==> config.mk <==
export PLATFORM = sky130hd
export DESIGN_NAME = numeric_char_ref_to_utf8
export DESIGN_NICKNAME = d
export VERILOG_FILES = /design/src/sv/ncr_pkg.sv /design/src/sv/ncr_decode.sv /design/src/sv/ncr_serial.sv /design/src/sv/numeric_char_ref_to_utf8.sv
export SDC_FILE = /design/constraint.sdc
export NUM_CORES = 1
export LEC_CHECK = 0
export ABC_CLOCK_PERIOD_IN_PS = 12350
export BUFFER_PORTS_ARGS = -buffer_cell sky130_fd_sc_hd__buf_2
export CAP_MARGIN = 10
export CORE_MARGIN = 3
export CORE_UTILIZATION = 65
export DETAILED_ROUTE_END_ITERATION = 10
export MAX_ROUTING_LAYER = met4
export PLACE_DENSITY = 0.84
export SLEW_MARGIN = 20
export SYNTH_ARGS = -nofsm -noshare
export SYNTH_HDL_FRONTEND = slang
export SYNTH_SLANG_ARGS = --single-unit
==> constraint.sdc <==
create_clock -name clock -period 12.35 [get_ports clock]
set_input_delay 1.235 -clock clock [delete_from_list [all_inputs] [get_ports clock]]
set_output_delay 1.235 -clock clock [all_outputs]
set_load 0.02 [all_outputs]
==> src/sv/ncr_pkg.sv <==
// Shared types, character codes and escape helpers for the character reference decoder.
package ncr_pkg;

   // One input item: a raw byte of the reference and its end flag
   typedef struct packed {
      logic [7:0] in_byte;
      logic       in_last;
   } req_type;

   // One result item: a byte of escaped UTF-8 text
   typedef struct packed {
      logic [7:0] out_byte;
      logic       out_last;
   } rsp_type;

   // Up to four unescaped bytes that one input item produces
   typedef struct packed {
      logic [2:0]      count;
      logic [3:0][7:0] bytes;
   } sym_list_type;

   // Byte position within the reference
   typedef enum logic [1:0] {
      POS_FIRST  = 2'd0,
      POS_SECOND = 2'd1,
      POS_THIRD  = 2'd2,
      POS_DIGITS = 2'd3
   } pos_type;

   localparam logic [7:0] CH_NUL  = 8'h00;
   localparam logic [7:0] CH_QUOT = 8'h22;
   localparam logic [7:0] CH_HASH = 8'h23;
   localparam logic [7:0] CH_AMP  = 8'h26;
   localparam logic [7:0] CH_LT   = 8'h3c;
   localparam logic [7:0] CH_GT   = 8'h3e;
   localparam logic [7:0] CH_0    = 8'h30;
   localparam logic [7:0] CH_9    = 8'h39;
   localparam logic [7:0] CH_LA   = 8'h61;
   localparam logic [7:0] CH_LZ   = 8'h7a;
   localparam logic [7:0] CH_LX   = 8'h78;
   localparam logic [7:0] CH_UX   = 8'h58;

   localparam logic [20:0] MAX_POINT   = 21'h10ffff;
   localparam logic [20:0] REPLACEMENT = 21'h00fffd;
   localparam logic [20:0] SURR_LO     = 21'h00d800;
   localparam logic [20:0] SURR_HI     = 21'h00dfff;
   localparam logic [20:0] LIM_DEC     = 21'(21'h10ffff / 10);
   localparam logic [20:0] LIM_HEX     = 21'(21'h10ffff / 16);

   // Most bytes one item may produce
   localparam logic [3:0] MAX_OUT = 4'd12;

   // Number of output bytes an escaped byte expands to
   function automatic logic [2:0] esc_len(input logic [7:0] b);
      logic [2:0] n;
      case (b)
         CH_AMP:  n = 3'd5;
         CH_LT:   n = 3'd4;
         CH_GT:   n = 3'd4;
         CH_QUOT: n = 3'd6;
         CH_NUL:  n = 3'd3;
         default: n = 3'd1;
      endcase
      return n;
   endfunction

   // Byte k of the escaped form of b
   function automatic logic [7:0] esc_byte(input logic [7:0] b, input logic [2:0] k);
      logic [7:0] r;
      r = b;
      case (b)
         CH_AMP: begin
            case (k)
               3'd0:    r = "&";
               3'd1:    r = "a";
               3'd2:    r = "m";
               3'd3:    r = "p";
               default: r = ";";
            endcase
         end
         CH_LT: begin
            case (k)
               3'd0:    r = "&";
               3'd1:    r = "l";
               3'd2:    r = "t";
               default: r = ";";
            endcase
         end
         CH_GT: begin
            case (k)
               3'd0:    r = "&";
               3'd1:    r = "g";
               3'd2:    r = "t";
               default: r = ";";
            endcase
         end
         CH_QUOT: begin
            case (k)
               3'd0:    r = "&";
               3'd1:    r = "q";
               3'd2:    r = "u";
               3'd3:    r = "o";
               3'd4:    r = "t";
               default: r = ";";
            endcase
         end
         CH_NUL: begin
            case (k)
               3'd0:    r = 8'hef;
               3'd1:    r = 8'hbf;
               default: r = 8'hbd;
            endcase
         end
         default: r = b;
      endcase
      return r;
   endfunction

endpackage

==> src/sv/ncr_decode.sv <==
// Reference parser: position tracking, digit accumulation and UTF-8 encoding.
module ncr_decode (
   input  logic                  clock,
   input  logic                  reset,
   input  logic                  accept,
   input  ncr_pkg::req_type      req_data,
   output ncr_pkg::sym_list_type sym_list
);

   ncr_pkg::pos_type pos_ff, pos_in;
   logic             hex_ff, hex_in;
   logic [20:0]      point_ff, point_in;
   logic             bad_ff, bad_in;
   logic             pass_ff, pass_in;
   logic [7:0]       held_ff, held_in;

   logic [7:0]  c;
   logic        last;
   logic [7:0]  lc;
   logic [5:0]  dig_val;
   logic        dig_ok;
   logic [20:0] lim;
   logic [20:0] scaled;
   logic [20:0] acc_point;
   logic        acc_bad;
   logic [20:0] cp;

   assign c    = req_data.in_byte;
   assign last = req_data.in_last;
   assign lc   = c | 8'h20;

   // Digit value in the current base, and the accumulate step
   always_comb begin
      dig_val = 6'd63;
      if (c >= ncr_pkg::CH_0 && c <= ncr_pkg::CH_9) begin
         dig_val = 6'(c - ncr_pkg::CH_0);
      end else if (lc >= ncr_pkg::CH_LA && lc <= ncr_pkg::CH_LZ) begin
         dig_val = 6'(lc - ncr_pkg::CH_LA) + 6'd10;
      end
      dig_ok = hex_ff ? (dig_val < 6'd16) : (dig_val < 6'd10);
      lim    = hex_ff ? ncr_pkg::LIM_HEX : ncr_pkg::LIM_DEC;
      scaled = hex_ff ? {point_ff[16:0], 4'b0000}
                      : ({point_ff[17:0], 3'b000} + {point_ff[19:0], 1'b0});
      acc_point = point_ff;
      acc_bad   = bad_ff;
      if (!bad_ff) begin
         if (!dig_ok || point_ff > lim) begin
            acc_point = ncr_pkg::REPLACEMENT;
            acc_bad   = 1'b1;
         end else begin
            acc_point = scaled + {15'd0, dig_val};
         end
      end
   end

   // Code point check before encoding
   always_comb begin
      cp = point_ff;
      if (point_ff == 21'd0 || point_ff > ncr_pkg::MAX_POINT ||
          (point_ff >= ncr_pkg::SURR_LO && point_ff <= ncr_pkg::SURR_HI)) begin
         cp = ncr_pkg::REPLACEMENT;
      end
   end

   // Next state and the bytes this item produces
   always_comb begin
      pos_in   = pos_ff;
      hex_in   = hex_ff;
      point_in = point_ff;
      bad_in   = bad_ff;
      pass_in  = pass_ff;
      held_in  = held_ff;
      sym_list = '0;
      if (pass_ff) begin
         sym_list.count    = 3'd1;
         sym_list.bytes[0] = c;
      end else begin
         case (pos_ff)
            ncr_pkg::POS_FIRST: begin
               if (last) begin
                  sym_list.count    = 3'd1;
                  sym_list.bytes[0] = c;
               end else begin
                  held_in = c;
               end
               pos_in = ncr_pkg::POS_SECOND;
            end
            ncr_pkg::POS_SECOND: begin
               if (c != ncr_pkg::CH_HASH) begin
                  sym_list.count    = 3'd2;
                  sym_list.bytes[0] = held_ff;
                  sym_list.bytes[1] = c;
                  pass_in           = 1'b1;
               end else if (last) begin
                  sym_list.count    = 3'd2;
                  sym_list.bytes[0] = held_ff;
                  sym_list.bytes[1] = ncr_pkg::CH_HASH;
               end
               pos_in = ncr_pkg::POS_THIRD;
            end
            ncr_pkg::POS_THIRD: begin
               if (last) begin
                  sym_list.count    = 3'd3;
                  sym_list.bytes[0] = held_ff;
                  sym_list.bytes[1] = ncr_pkg::CH_HASH;
                  sym_list.bytes[2] = c;
               end else if (c == ncr_pkg::CH_LX || c == ncr_pkg::CH_UX) begin
                  hex_in = 1'b1;
               end else begin
                  point_in = acc_point;
                  bad_in   = acc_bad;
               end
               pos_in = ncr_pkg::POS_DIGITS;
            end
            ncr_pkg::POS_DIGITS: begin
               if (last) begin
                  // UTF-8 encode the checked code point
                  if (cp < 21'h80) begin
                     sym_list.count    = 3'd1;
                     sym_list.bytes[0] = cp[7:0];
                  end else if (cp < 21'h800) begin
                     sym_list.count    = 3'd2;
                     sym_list.bytes[0] = {3'b110, cp[10:6]};
                     sym_list.bytes[1] = {2'b10, cp[5:0]};
                  end else if (cp < 21'h10000) begin
                     sym_list.count    = 3'd3;
                     sym_list.bytes[0] = {4'b1110, cp[15:12]};
                     sym_list.bytes[1] = {2'b10, cp[11:6]};
                     sym_list.bytes[2] = {2'b10, cp[5:0]};
                  end else begin
                     sym_list.count    = 3'd4;
                     sym_list.bytes[0] = {5'b11110, cp[20:18]};
                     sym_list.bytes[1] = {2'b10, cp[17:12]};
                     sym_list.bytes[2] = {2'b10, cp[11:6]};
                     sym_list.bytes[3] = {2'b10, cp[5:0]};
                  end
               end else begin
                  point_in = acc_point;
                  bad_in   = acc_bad;
               end
            end
            default: pos_in = ncr_pkg::POS_FIRST;
         endcase
      end
      // End of reference clears everything
      if (last) begin
         pos_in   = ncr_pkg::POS_FIRST;
         hex_in   = 1'b0;
         point_in = '0;
         bad_in   = 1'b0;
         pass_in  = 1'b0;
         held_in  = '0;
      end
   end

   always_ff @(posedge clock) begin
      if (reset) begin
         pos_ff   <= ncr_pkg::POS_FIRST;
         hex_ff   <= 1'b0;
         point_ff <= '0;
         bad_ff   <= 1'b0;
         pass_ff  <= 1'b0;
         held_ff  <= '0;
      end else if (accept) begin
         pos_ff   <= pos_in;
         hex_ff   <= hex_in;
         point_ff <= point_in;
         bad_ff   <= bad_in;
         pass_ff  <= pass_in;
         held_ff  <= held_in;
      end
   end

endmodule

==> src/sv/ncr_serial.sv <==
// Result register and escaping serializer: one output byte per cycle while the output is not stalled.
module ncr_serial (
   input  logic                  clock,
   input  logic                  reset,
   input  logic                  load,
   input  ncr_pkg::sym_list_type sym_list,
   output logic                  free,
   output logic                  rsp_valid,
   input  logic                  rsp_stall,
   output ncr_pkg::rsp_type      rsp_data
);

   logic [3:0][7:0] sym_ff, sym_in;
   logic [2:0]      nsym_ff, nsym_in;
   logic [1:0]      idx_ff, idx_in;
   logic [2:0]      sub_ff, sub_in;
   logic [3:0]      cnt_ff, cnt_in;
   logic            busy_ff, busy_in;

   logic [7:0] cur;
   logic [2:0] len;
   logic       last_sub;
   logic       final_byte;
   logic       emit;

   // Current escaped byte and whether it closes the item
   always_comb begin
      cur        = sym_ff[idx_ff];
      len        = ncr_pkg::esc_len(cur);
      last_sub   = (sub_ff == len - 3'd1);
      final_byte = (last_sub && ({1'b0, idx_ff} == nsym_ff - 3'd1)) ||
                   (cnt_ff == ncr_pkg::MAX_OUT - 4'd1);
      emit       = busy_ff && !rsp_stall;
      free       = !busy_ff || (emit && final_byte);
   end

   assign rsp_valid         = busy_ff;
   assign rsp_data.out_byte = ncr_pkg::esc_byte(cur, sub_ff);
   assign rsp_data.out_last = final_byte;

   // Advance through symbols and their escape sequences
   always_comb begin
      sym_in  = sym_ff;
      nsym_in = nsym_ff;
      idx_in  = idx_ff;
      sub_in  = sub_ff;
      cnt_in  = cnt_ff;
      busy_in = busy_ff;
      if (load) begin
         sym_in  = sym_list.bytes;
         nsym_in = sym_list.count;
         idx_in  = '0;
         sub_in  = '0;
         cnt_in  = '0;
         busy_in = 1'b1;
      end else if (emit) begin
         cnt_in = cnt_ff + 4'd1;
         if (final_byte) begin
            busy_in = 1'b0;
         end else if (last_sub) begin
            idx_in = idx_ff + 2'd1;
            sub_in = '0;
         end else begin
            sub_in = sub_ff + 3'd1;
         end
      end
   end

   always_ff @(posedge clock) begin
      if (reset) begin
         busy_ff <= 1'b0;
         nsym_ff <= '0;
         idx_ff  <= '0;
         sub_ff  <= '0;
         cnt_ff  <= '0;
      end else begin
         busy_ff <= busy_in;
         nsym_ff <= nsym_in;
         idx_ff  <= idx_in;
         sub_ff  <= sub_in;
         cnt_ff  <= cnt_in;
      end
   end

   always_ff @(posedge clock) begin
      sym_ff <= sym_in;
   end

endmodule

==> src/sv/numeric_char_ref_to_utf8.sv <==
// Numeric character reference decoder with escaped UTF-8 output: top level.
// The first output byte of an item appears in the cycle after it is accepted.
// Throughput: one item per cycle with no output stall while each item yields at most one
//   byte; a longer item (up to 12 bytes) holds the serializer and the input until its
//   last byte leaves. Items that yield no bytes are absorbed without using the serializer.
// Reset (synchronous, active high) clears the parser state and empties the serializer.
module numeric_char_ref_to_utf8 (
   input  logic             clock,
   input  logic             reset,
   input  logic             req_valid,
   output logic             req_stall,
   input  ncr_pkg::req_type req_data,
   output logic             rsp_valid,
   input  logic             rsp_stall,
   output ncr_pkg::rsp_type rsp_data
);

   ncr_pkg::sym_list_type sym_list;
   logic                  free;
   logic                  accept;

   assign req_stall = !free;
   assign accept    = req_valid && free;

   ncr_decode u_decode (
      .clock    (clock),
      .reset    (reset),
      .accept   (accept),
      .req_data (req_data),
      .sym_list (sym_list)
   );

   ncr_serial u_serial (
      .clock     (clock),
      .reset     (reset),
      .load      (accept && (sym_list.count != 3'd0)),
      .sym_list  (sym_list),
      .free      (free),
      .rsp_valid (rsp_valid),
      .rsp_stall (rsp_stall),
      .rsp_data  (rsp_data)
   );

endmodule

==> Word level (Yosys, flattened, before mapping) <==
Cells that the tools add are included.
{ "op_classes": {"add_sub_neg": 10, "n_lt_le_gt_ge": 14, "n_eq_ne": 19, "n_mux": 69, "bitwise": 3, "reduce_logical": 41} }
{ "op_table": {"columns": ["operator", "count"], "rows": [
  ["$mux W21", 7],
  ["$mux W16", 4],
  ["$mux W8", 8],
  ["$mux W24", 2],
  ["$pmux W21 S2", 1],
  ["$pmux W7 S3", 2],
  ["$pmux W8 S5", 1],
  ["$mux W35", 1],
  ["$pmux W7 S5", 1],
  ["$eq A8 B6 Y1 const B", 4],
  ["$pmux W8 S4", 1],
  ["$pmux W7 S4", 1],
  ["$pmux W3 S4", 2],
  ["$pmux W8 S3", 1],
  ["$mux W22", 1],
  ["$add A21 B21 Y21", 1],
  ["$add A21 B6 Y21", 1],
  ["$ge A21 B16 Y1 const B", 1],
  ["$gt A21 B21 Y1", 1],
  ["$gt A21 B21 Y1 const B", 1],
  ["$le A21 B16 Y1 const B", 1],
  ["$logic_not A21 Y1", 1],
  ["$lt A21 B12 Y1 const B", 1],
  ["$lt A21 B17 Y1 const B", 1],
  ["52 further kinds", 110]
]} }
{ "totals": {"regBits": 79, "input_bits": 13, "output_inout_bits": 11, "word_cells": 172} }

==> Depth between registers and ports, before layout <==
{ "logic_depth": {"ltp_word": 15, "mapped_depth": 19, "mapped_depth_nobuf": 18} }

==> Hierarchy <==
From an unflattened synthesis, not the netlist that was laid out.
{ "unflattened": {"cells_unflattened": 857, "area_unflattened_um2": 6807.8} }
{ "by_module_without_submodules": {"columns": ["mod", "n_inst", "cells_per_inst", "area_per_inst_um2"], "rows": [
  ["ncr_decode", 1, 652, 4430.5],
  ["ncr_serial", 1, 202, 2357.3],
  ["numeric_char_ref_to_utf8", 1, 3, 20.0]
]} }

==> Worst setup path after synthesis <==
Ideal clock, no wire load.
{ "synth_timing": {"kind": "input-to-reg", "start": "in req_data[5] in the netlist's numbering", "end": "reg u_decode.point_ff[20]", "setup_ns": 0.117, "arrival_time_ns": 4.496, "path_slack_ns": 7.737, "path_stages": 16, "path_cell_list": "buf_2 > nand2_1 > o41ai_1 > and3_1 > nor2_1 > o22a_1 > ha_1 > a21o_1 > a21oi_1 > o21ai_0 > nand3_1 > nor4b_2 > nand4_1 > nor4b_1 > xnor2_1 > a22o_1"} }
{ "synth_via": {"elab_chain_cells": 14} }
{ "synth_rtl": {"columns": ["item", "line_no", "text"], "rows": [
  ["start: declaration", "numeric_char_ref_to_utf8.sv:12", "input ncr_pkg::req_type req_data,"],
  ["branches (longest 14 deep; another with $add A21 B6 Y21)", null, null],
  ["end signal: assignment", "ncr_decode.sv:167", "point_ff <= point_in;"],
  ["end: declaration", "ncr_decode.sv:12", "logic [20:0] point_ff, point_in;"]
]} }
Several ways; the timed one is not identified. The select of a mux whose other input is x is not followed.
A chain may end at the register's enable or synchronous reset.

==> Worst setup path in the final report <==
{ "layout_timing": {"start": "reg u_serial.idx_ff[0]", "end": "out req_stall"} }
{ "layout_via": {"elab_chain_cells": 12} }
{ "layout_rtl": {"columns": ["item", "line_no", "text"], "rows": [
  ["start: declaration", "ncr_serial.sv:15", "logic [1:0] idx_ff, idx_in;"],
  ["start signal: assignment", "ncr_serial.sv:79", "idx_ff <= idx_in;"],
  ["$bmux W8 S2", "ncr_serial.sv:28", "cur = sym_ff[idx_ff];"],
  ["$mux W8 (not written as such)", "ncr_serial.sv:28", null],
  ["$eq A8 B6 Y1", "ncr_pkg.sv:56", "case (b)"],
  ["$reduce_or A2 Y1 (no line)", null, null],
  ["$pmux W3 S4", "ncr_pkg.sv:56", null],
  ["$sub A3 B1 Y3", "ncr_serial.sv:30", "last_sub = (sub_ff == len - 3'd1);"],
  ["$eq A3 B3 Y1", "ncr_serial.sv:30", null],
  ["$logic_and A1 B1 Y1 (*)", "ncr_serial.sv:31", "final_byte = (last_sub && ({1'b0, idx_ff} == nsym_ff - 3'd1)) ||"],
  ["$logic_or A1 B1 Y1 (*)", "ncr_serial.sv:31", null],
  ["$logic_and A1 B1 Y1 (*)", "ncr_serial.sv:34", "free = !busy_ff || (emit && final_byte);"],
  ["$logic_or A1 B1 Y1 (*)", "ncr_serial.sv:34", null],
  ["$logic_not A1 Y1 (*)", "numeric_char_ref_to_utf8.sv:22", "assign req_stall = !free;"],
  ["end: declaration", "numeric_char_ref_to_utf8.sv:11", "output logic req_stall,"]
]} }
Every way passes the cells marked *; elsewhere a longest branch is shown, timed or not. The select of a mux whose other input is x is not followed.

==> reports/qor.csv <==
stage,metric,value,unit
cells_and_area,layout-drive-gt1-share,8.41,%
synthesis,synth.top_cells.by_area,"dfxtp_1 13%, edfxtp_1 13%, ha_1 9.1%",
power,powerDensity,88.9,nW/um^2
placement,portBuffers,23,
synthesis,syn_inst,877,
power,p_sw,0.219,mW
synthesis,synth_compound_area_share,26.4,%
synthesis,synth_fa_ha_area_share,9.69,%
sta,hold_violations,0,
grt,grt_pass1_vias,6378,
grt,grt_usage,32.8,%
grt,grt_pass1_wl,30800,um
setup_path,cp.arrival,4.36,ns
worst_hold_path,hp-class,reg2reg,
setup_path,critPathMaxFanout,11,
placement,gp_congestion,0.984,
synthesis,synth_ff_type,dfxtp_1,
worst_hold_path,hold_path.startpoint,u_decode.bad_ff$_SDFFE_PP0P_,
die,core,10400,um^2
power,seqPwrFrac,44.9,%
cts,clockRootBuffer,clkbuf_8,
sta,clock-skew-final,0.0110,ns
cells_and_area,nets,929,
drt,vias_per_cell,6.79,
setup_path,critPathLaunchType,flop,
sta,maxSlewViolCount,0,
sta,setup_viol,0,
die,rows,37,
setup_path,r2r-start,u_serial.idx_ff[0]$_SDFFE_PP0P_,
cells_and_area,nFillCells,839,
synthesis,syn_area,7000,um^2
sta,fmax,0.179,GHz
setup_path,rr_worst_depth,16,
power,p_clk_share,30.7,%
grt,grt_antenna_before_repair,0,
worst_hold_path,min_path_cells,1,
synthesis,muxShareOfSynthArea,4.29,%
sta,rsz0062_at_grt,false,
synthesis,postSynthAreaPerCell,7.98,um^2
drt,drt_iter0_drc,936,
setup_path,crit_path_end_kind,output port,
power,comb_power_share,24.4,%
power,swShare,33.7,%
power,p_leak,2.81,nW
sta,post-route-period-util,45.3,%
synthesis,synth-edff-count,31,
cts,cts_tree,yes,
die,chipWidth,110,um
sta,layout_min_cycle_time,5.59,ns
cts,numClockSinks,78,
cts,post_cts_buffers,0,
grt,grt_max_degree,47,
synthesis,synthMostInstantiatedCell,nor2_1,
drt,routed_wl,19000,um
cts,cts_buffer_depth,2,
sta,tns,0,ns
synthesis,synth-warning-count,0,
synthesis,syn-num-nets,943,
cts,cts_buffers,9,
status,status,finished clean,
synthesis,yosys.area_share.simple,24.1,%
synthesis,yosys.area.top_type,dfxtp_1,
power,ir_drop,0.0635,mV
synthesis,synth_xor_area_share,4.13,%
setup_path,r2r_end,u_serial.sub_ff[2]$_SDFFE_PP0P_,
cells_and_area,area_delta_synth_final,4.43,%
drt,ant_nets,0,
cts,post_cts_resized,0,
cts,clkLatencyLatePin,0.37,ns
synthesis,seq_area_frac_synth,26.7,%
setup_path,reg2reg_slack,7.04,ns
setup_path,worstPathRequired,11.11,ns
cts,path_clk_slew,0.09,ns
die,dieArea,12100,um^2
synthesis,async_reset_ff_share,0,%
placement,dp_hpwl,14000,um
cells_and_area,diodes,0,
synthesis,synth-seq-cells,78,
cts,postCtsHoldBufs,0,
worst_hold_path,holdPathEnd,u_decode.bad_ff$_SDFFE_PP0P_,
drt,firstDrtPassIters,8,
synthesis,ys_types,82,
synthesis,synth_top_family_by_area,compound AO/OA/AOI/OAI gates,
cts,htree_levels,3,
die,pin_count,24,
synthesis,synthTopCellsByCount,"102 x nor2_1, 81 x nand2_1, 78 x a21oi_1",
job,cap_violations,0,
setup_path,path_class,reg2out,
sta,worst_pin_slew,1.05,ns
grt,grt-ovfl-total,0,
synthesis,yosysTopAreaCellShare,13.4,%
die,start_util,67.2,%
drt,dr_total_vias,6819,
drt,wl_per_cell,18.9,um
drt,route.detailed.drc,0,
placement,placed_cell_area,7100,um^2
cells_and_area,fin_area,7310,um^2
die,fp.dieH,110,um
sta,slew_headroom,29.5,%
power,internal_power,0.431,mW
## placed cells by master (no fill, tap or decap), types with 9 or more instances in the layout
cell type / netlist / routed
a21oi_1: 78 / 78
nand3_1: 33 / 33
xor2_1: 14 / 14
edfxtp_1: 31 / 31
mux2i_1: 12 / 12
dfxtp_1: 47 / 47
ha_1: 51 / 51
o21a_1: 10 / 10
o21ai_0: 52 / 52
nand4_1: 17 / 17
xnor2_1: 19 / 19
nor2_1: 102 / 102
nor2b_1: 17 / 17
a21o_1: 13 / 13
and3_1: 12 / 12
clkbuf_8: 0 / 9
nor3_1: 22 / 22
a211o_1: 16 / 16
nand2_1: 81 / 81
inv_1: 28 / 28
a22o_1: 10 / 10
nor4_1: 11 / 10
buf_2: 9 / 23
## power by group through the flow
stage                     combinational [mW]  clock [mW]  sequential, mW
after floorplan                        0.123           0           0.291
final                                  0.159       0.199           0.292
after global routing                   0.174       0.212           0.293
after global placement                 0.150           0           0.297
after detailed placement               0.155           0           0.298
after CTS                              0.156       0.201           0.292
## worst max-delay path by stage
| stage | from | endpoint | slack [ns] |
|---|---|---|---|
| 3_3_place_gp | req_data[2] | u_decode.point_ff[20]$_SDFFE_PP0P_ | 7.17 |
| 3_5_place_dp | req_data[2] | u_decode.point_ff[20]$_SDFFE_PP0P_ | 7.00 |
| 5_1_grt | u_serial.idx_ff[0]$_SDFFE_PP0P_ | req_stall | 6.41 |
| 6_report | u_serial.idx_ff[0]$_SDFFE_PP0P_ | req_stall | 6.76 |
| 4_1_cts | u_serial.idx_ff[0]$_SDFFE_PP0P_ | req_stall | 6.74 |
| 2_1_floorplan | req_data[5] | u_decode.point_ff[20]$_SDFFE_PP0P_ | 7.74 |
## through the flow
step | utilization [%] | power (mW) | setup slack [ns] | hold slack (ns) | std cells
floorplan | - | 0.414 | 7.74 | 0.442 | 877
global placement | 68.1 | 0.447 | 7.17 | 0.457 | 988
detailed placement | 68.1 | 0.452 | 7.00 | 0.460 | 988
CTS | 70.1 | 0.648 | 6.74 | 0.480 | 1004
global route | 70.2 | 0.679 | 6.41 | 0.495 | 1004
finish | 70.2 | 0.650 | 6.76 | 0.477 | 1004
## cell families (layout without fill, tap and decap cells)
logic type / count (synthesis) / after routing
buf+inv: 79 / 70
mux: 21 / 21
xor+xnor: 33 / 33
fa+ha+maj: 53 / 53
flops: 78 / 78
simple gates: 342 / 342
compound gates: 271 / 271
## worst max-delay path: stages, from the launching register on
cell	delay [ns]
dfxtp_1	0.68
mux4_2	0.63
a2111oi_4	0.46
nand2_1	0.14
nor3_1	0.39
nor2_1	0.10
ha_1	0.21
xor2_1	0.26
and2_1	0.20
nand4_1	0.10
o211a_1	0.16
o21a_1	0.26
o21a_1	0.22
buf_2	0.16
## flip-flops by register name, indices dropped and copies added, names as in the netlist
name                count
u_serial.sub_ff         3
u_serial.cnt_ff         4
u_decode.bad_ff         1
u_decode.hex_ff         1
u_serial.nsym_ff        3
u_serial.idx_ff         2
u_decode.held_ff        8
u_decode.pos_ff         2
u_serial.sym_ff        31
u_decode.point_ff      21
u_decode.pass_ff        1
u_serial.rsp_valid      1
## per-layer routing
layer  vias to the layer above  routed length, um  GRT usage, %
met5                         -                  0             -
met4                         0                712          14.4
met3                        72               1400          5.52
met2                       343               9040          53.0
met1                      3166               7820          40.2
li1                       3238                  -             -
## layout make-up
class	instances	area, um^2	share of cell area [%]
clock inverters	7	80.1	1.10
well taps	136	170	2.33
repair buffers	25	130	1.78
multi-input cells	720	4830	66.0
flip-flops and latches	78	1870	25.6
clock buffers	9	124	1.69
inverters	29	110	1.51
Power figures use the tool's default switching activity.
